$ cat src/hdl/i2cee_ram.sv
module i2cee_ram #(
   parameter int Width = 8,
   parameter int Depth = 32
) (
   input  logic                     clock,
   input  logic                     wr_en,
   input  logic [$clog2(Depth)-1:0] addr,
   input  logic [Width-1:0]         wr_data,
   output logic [Width-1:0]         rd_data
);

   logic [Width-1:0] mem_ff [Depth];
   logic [Width-1:0] rd_data_ff;

   // Single port: write on request, read data registered every cycle.
   always_ff @(posedge clock) begin
      if (wr_en) begin
         mem_ff[addr] <= wr_data;
      end
      rd_data_ff <= mem_ff[addr];
   end

   assign rd_data = rd_data_ff;

endmodule

$ cat config.mk
export PLATFORM = sky130hd
export DESIGN_NAME = i2cee_ram
export DESIGN_NICKNAME = d
export VERILOG_FILES = /design/src/hdl/i2cee_ram.sv
export SDC_FILE = /design/constraint.sdc
export NUM_CORES = 1
export LEC_CHECK = 0
export BUFFER_PORTS_ARGS = -buffer_cell sky130_fd_sc_hd__clkbuf_2
export CAP_MARGIN = 5
export CORE_ASPECT_RATIO = 1.2
export CORE_MARGIN = 8
export CORE_UTILIZATION = 60
export CTS_BUF_LIST = sky130_fd_sc_hd__clkbuf_4 sky130_fd_sc_hd__clkbuf_8
export DETAILED_ROUTE_END_ITERATION = 16
export PLACE_DENSITY = 0.84
export SYNTH_ARGS = -nofsm -noshare
export SYNTH_HDL_FRONTEND = slang
export SYNTH_SLANG_ARGS = --single-unit
$ cat constraint.sdc
create_clock -name clock -period 5.2 [get_ports clock]
set_input_delay 0.26 -clock clock [delete_from_list [all_inputs] [get_ports clock]]
set_output_delay 0.26 -clock clock [all_outputs]
set_load 0.02 [all_outputs]
==> out/metrics.csv <==
stage,metric,value,unit
status,result of the run,completed,
clocking,total clock buffers created by CTS,36,
sta,fin crit period,2.644,ns
clocking,CTS sink cnt,264,
synthesis,number of nets in the synthesized netlist,591,
synthesis,commonest register cell after synthesis,sky130_fd_sc_hd__edfxtp_1,
global_routing,maximum number of pins on one net before global-route repair,77,
min_path,Cells on Worst Hold Path,1,
global_routing,global route overflow,0,
sta,Fin. Hold Viols,0,
critical_path,peak fanout along the critical path,76,
power_and_ir_drop,Pwr per Cell Area,365.9,nW/µm²
place,IO buf count,22,
critical_path,Critical Path End Type,register,
clocking,TritonCTS clock tree,done,
floorplan,width of the chip,135.1,µm
clocking,number of buffers inserted for hold repair after clock tree synthesis,0,
clocking,cells resized by post-CTS repair,0,
critical_path,type of element launching the critical path,input port,
synthesis,most area-hungry cell type in the Yosys netlist,sky130_fd_sc_hd__edfxtp_1,
critical_path,number of cells on the worst reg-to-reg path,4,
sta,number of setup violations in the final report,0,
routing,total DRC errors in the routed layout,0,
place,Placed Cells,780,
finish,antenna cells,0,
floorplan,core region area,16790,µm²
global_routing,total routing resource utilization after global routing,19.93,%
floorplan,# IOs,23,
routing,antenna-violating nets left,0,
synthesis,post-synthesis sequential area ratio,76.89,%
sta,period utilisation layout,50.84,%
finish,filler cell count in the final layout,1039,
synthesis,most frequent cell after synthesis,sky130_fd_sc_hd__edfxtp_1,
sta,tightest slew margin relative to the limit,12.20,%
sta,total negative slack,0,ns
clocking,clock-pin slew of the registers on the worst-case setup and hold paths,0.07,ns
routing,number of vias in the routed layout,5474,
global_routing,number of antenna violations at the first check in global routing,0,
finish,synthesis-to-finish area growth,8.704,%
critical_path,signal arrival time at the worst endpoint,3.01,ns
clocking,clock latency at the later pin of the worst-skew pair,0.51,ns
min_path,HP Class,input port to register,
power_and_ir_drop,leak pwr,0.003815,µW
sta,unrepaired setup endpoints after global routing,false,
place,DPL Wire Length,13.27,mm
synthesis,count of yosys warnings during synthesis,0,
synthesis,area of the mapped netlist,10210,µm²
synthesis,cells after synthesis,576,
sta,clock tree skew after final layout,0.02663,ns
floorplan,Initial Utilization,60.80,%
floorplan,die area,21460,µm²
critical_path,Crit-path slowest cell,sky130_fd_sc_hd__buf_4,
sta,timing-limited maximum frequency,378.3,MHz
global_routing,global-route wire length before repair,32.38,mm
clocking,count of buffers added by post-CTS timing repair for setup,0,
synthesis,largest cells by area after synthesis,"sky130_fd_sc_hd__edfxtp_1, sky130_fd_sc_hd__mux2i_1, sky130_fd_sc_hd__o22ai_1",
finish,"number of standard cells in the layout, taps in and fillers out",845,
power_and_ir_drop,worst-case vdd ir drop,0.1492,mV
clocking,Longest Clk Path Bufs,3,
synthesis,Post-Synthesis Mean Instance Area,17.72,µm²
place,GPL Wtd Cong,0.8402,
routing,Total Routed Length,21.63,mm
finish,number of nets in the layout,617,
floorplan,overall die height,158.9,µm
floorplan,number of placement rows,52,
global_routing,via count of the first global-routing pass,5494,
sta,max-slew violation count,0,
finish,layout cell share with drive strength beyond 1,13.04,%
flow_run,Max-Cap Viols,0,
place,setup slack at placement,2.131,ns
routing,Routed wire per std cell,25.60,µm
synthesis,post-synth top area share,75.32,%
synthesis,number of register bits inferred by synthesis,264,
routing,Detailed Routing Iterations Pass 1,5,
critical_path,critical path cell sequence,buf_6 -> buf_4 -> mux2i_1 -> o22ai_1 -> nor4_1 -> nand2_1,
clocking,number of levels the H-tree was split into,2,
critical_path,Crit Path Category,input port to register,
routing,Starting DRT DRC Count,621,
clocking,Root Buffer Master,sky130_fd_sc_hd__clkbuf_8,
critical_path,endpoint required time on the critical path,5.56,ns
synthesis,share of async-settable or async-resettable flops after synthesis,0,%
synthesis,"Distinct cells, synth",24,
sta,minimum setup slack in the final design,2.557,ns
critical_path,Crit path largest cell delay,0.88,ns
synthesis,number of synthesized flops with an enable pin,256,
routing,via-per-instance ratio,6.478,
sta,actual slew at the worst max-slew pin,1.307,ns
synthesis,ranking of synthesized cells by instance count,"sky130_fd_sc_hd__edfxtp_1, sky130_fd_sc_hd__mux2i_1, sky130_fd_sc_hd__o22ai_1, sky130_fd_sc_hd__nor2_1, sky130_fd_sc_hd__buf_2",
==> metal layers <==
layer	up-vias	wire [µm]	global-route usage, %
met5	-	0	0
met4	0	1264	12.39
met3	83	1463	3.283
met2	290	11090	33.49
met1	2718	7819	23.35
li1	2383	-	-
==> path summary, 6_finish.rpt <==
| check | startpoint | to | slack [ns] |
|---|---|---|---|
| max | addr[1] | rd_data[6] | 2.56 |
| min | wr_data[7] | mem_ff[22][7] | 0.44 |
| max reg2reg | mem_ff[13][6] | rd_data[6] | 3.57 |
| min reg2reg | mem_ff[4][6] | rd_data[6] | 0.63 |
==> power by group <==
| group | leakage (µW) | switching, µW | internal (µW) |
|---|---|---|---|
| logic | 0.00109 | 142 | 63.1 |
| registers | 0.00237 | 13.3 | 2370 |
| clock network | 0.000352 | 730 | 744 |
==> logic make-up (layout without fill, tap and decap cells) <==
family                 after synthesis  count (layout)  share of synthesized area (%)
buffers and inverters               35              88                          1.716
flip-flops                         264             264                          76.89
AO/OA/AOI/OAI                       64              64                          3.984
AND/OR/NAND/NOR                     85              85                          4.855
multiplexers                       128             128                          12.55
==> sequential cells by signal (all words and copies together), names as in the netlist <==
register  flops
mem_ff      256
rd_data       8
==> layout make-up <==
cell class	instances	area (µm²)	area share, %
well taps	216	270.3	2.436
clock buffers	48	591.8	5.334
flip-flops and latches	264	7848	70.73
repair buffers	23	123.9	1.117
multi-input cells	277	2183	19.68
clock inverters	17	77.57	0.6992
==> placed cells by master, fill, tap and decap left out, drive strengths merged <==
cell type / count
clkbuf: 69
clkinv: 15
or3b: 3
mux2i: 128
or4: 1
nor2: 29
buf: 2
nand3b: 4
nand3: 2
nand4bb: 5
or4bb: 1
nor4: 16
nand4: 1
nand4b: 4
or3: 1
or4b: 4
nor3: 4
nand2: 10
o22ai: 64
dfxtp: 8
edfxtp: 256
clkinvlp: 2
==> through the flow <==
step	utilization, %	total power (µW)	instance area [µm²]	hold slack, ns
2_1_floorplan	-	2542	10210	0.3589
3_3_place_gp	62.10	2621	10430	0.6100
3_5_place_dp	62.10	2628	10430	0.6196
4_1_cts	66.09	4058	11090	0.4000
5_1_grt	66.09	4164	11090	0.4104
6_report	66.09	4059	11090	0.4449
==> worst max-delay path, delay by kind of cell <==
family	cells	cell delay (ns)
buffers and inverters	2	1.54
AND/OR/NAND/NOR	2	0.76
multiplexers	1	0.27
AO/OA/AOI/OAI	1	0.12
No activity file was read; power rests on OpenSTA's default activity.
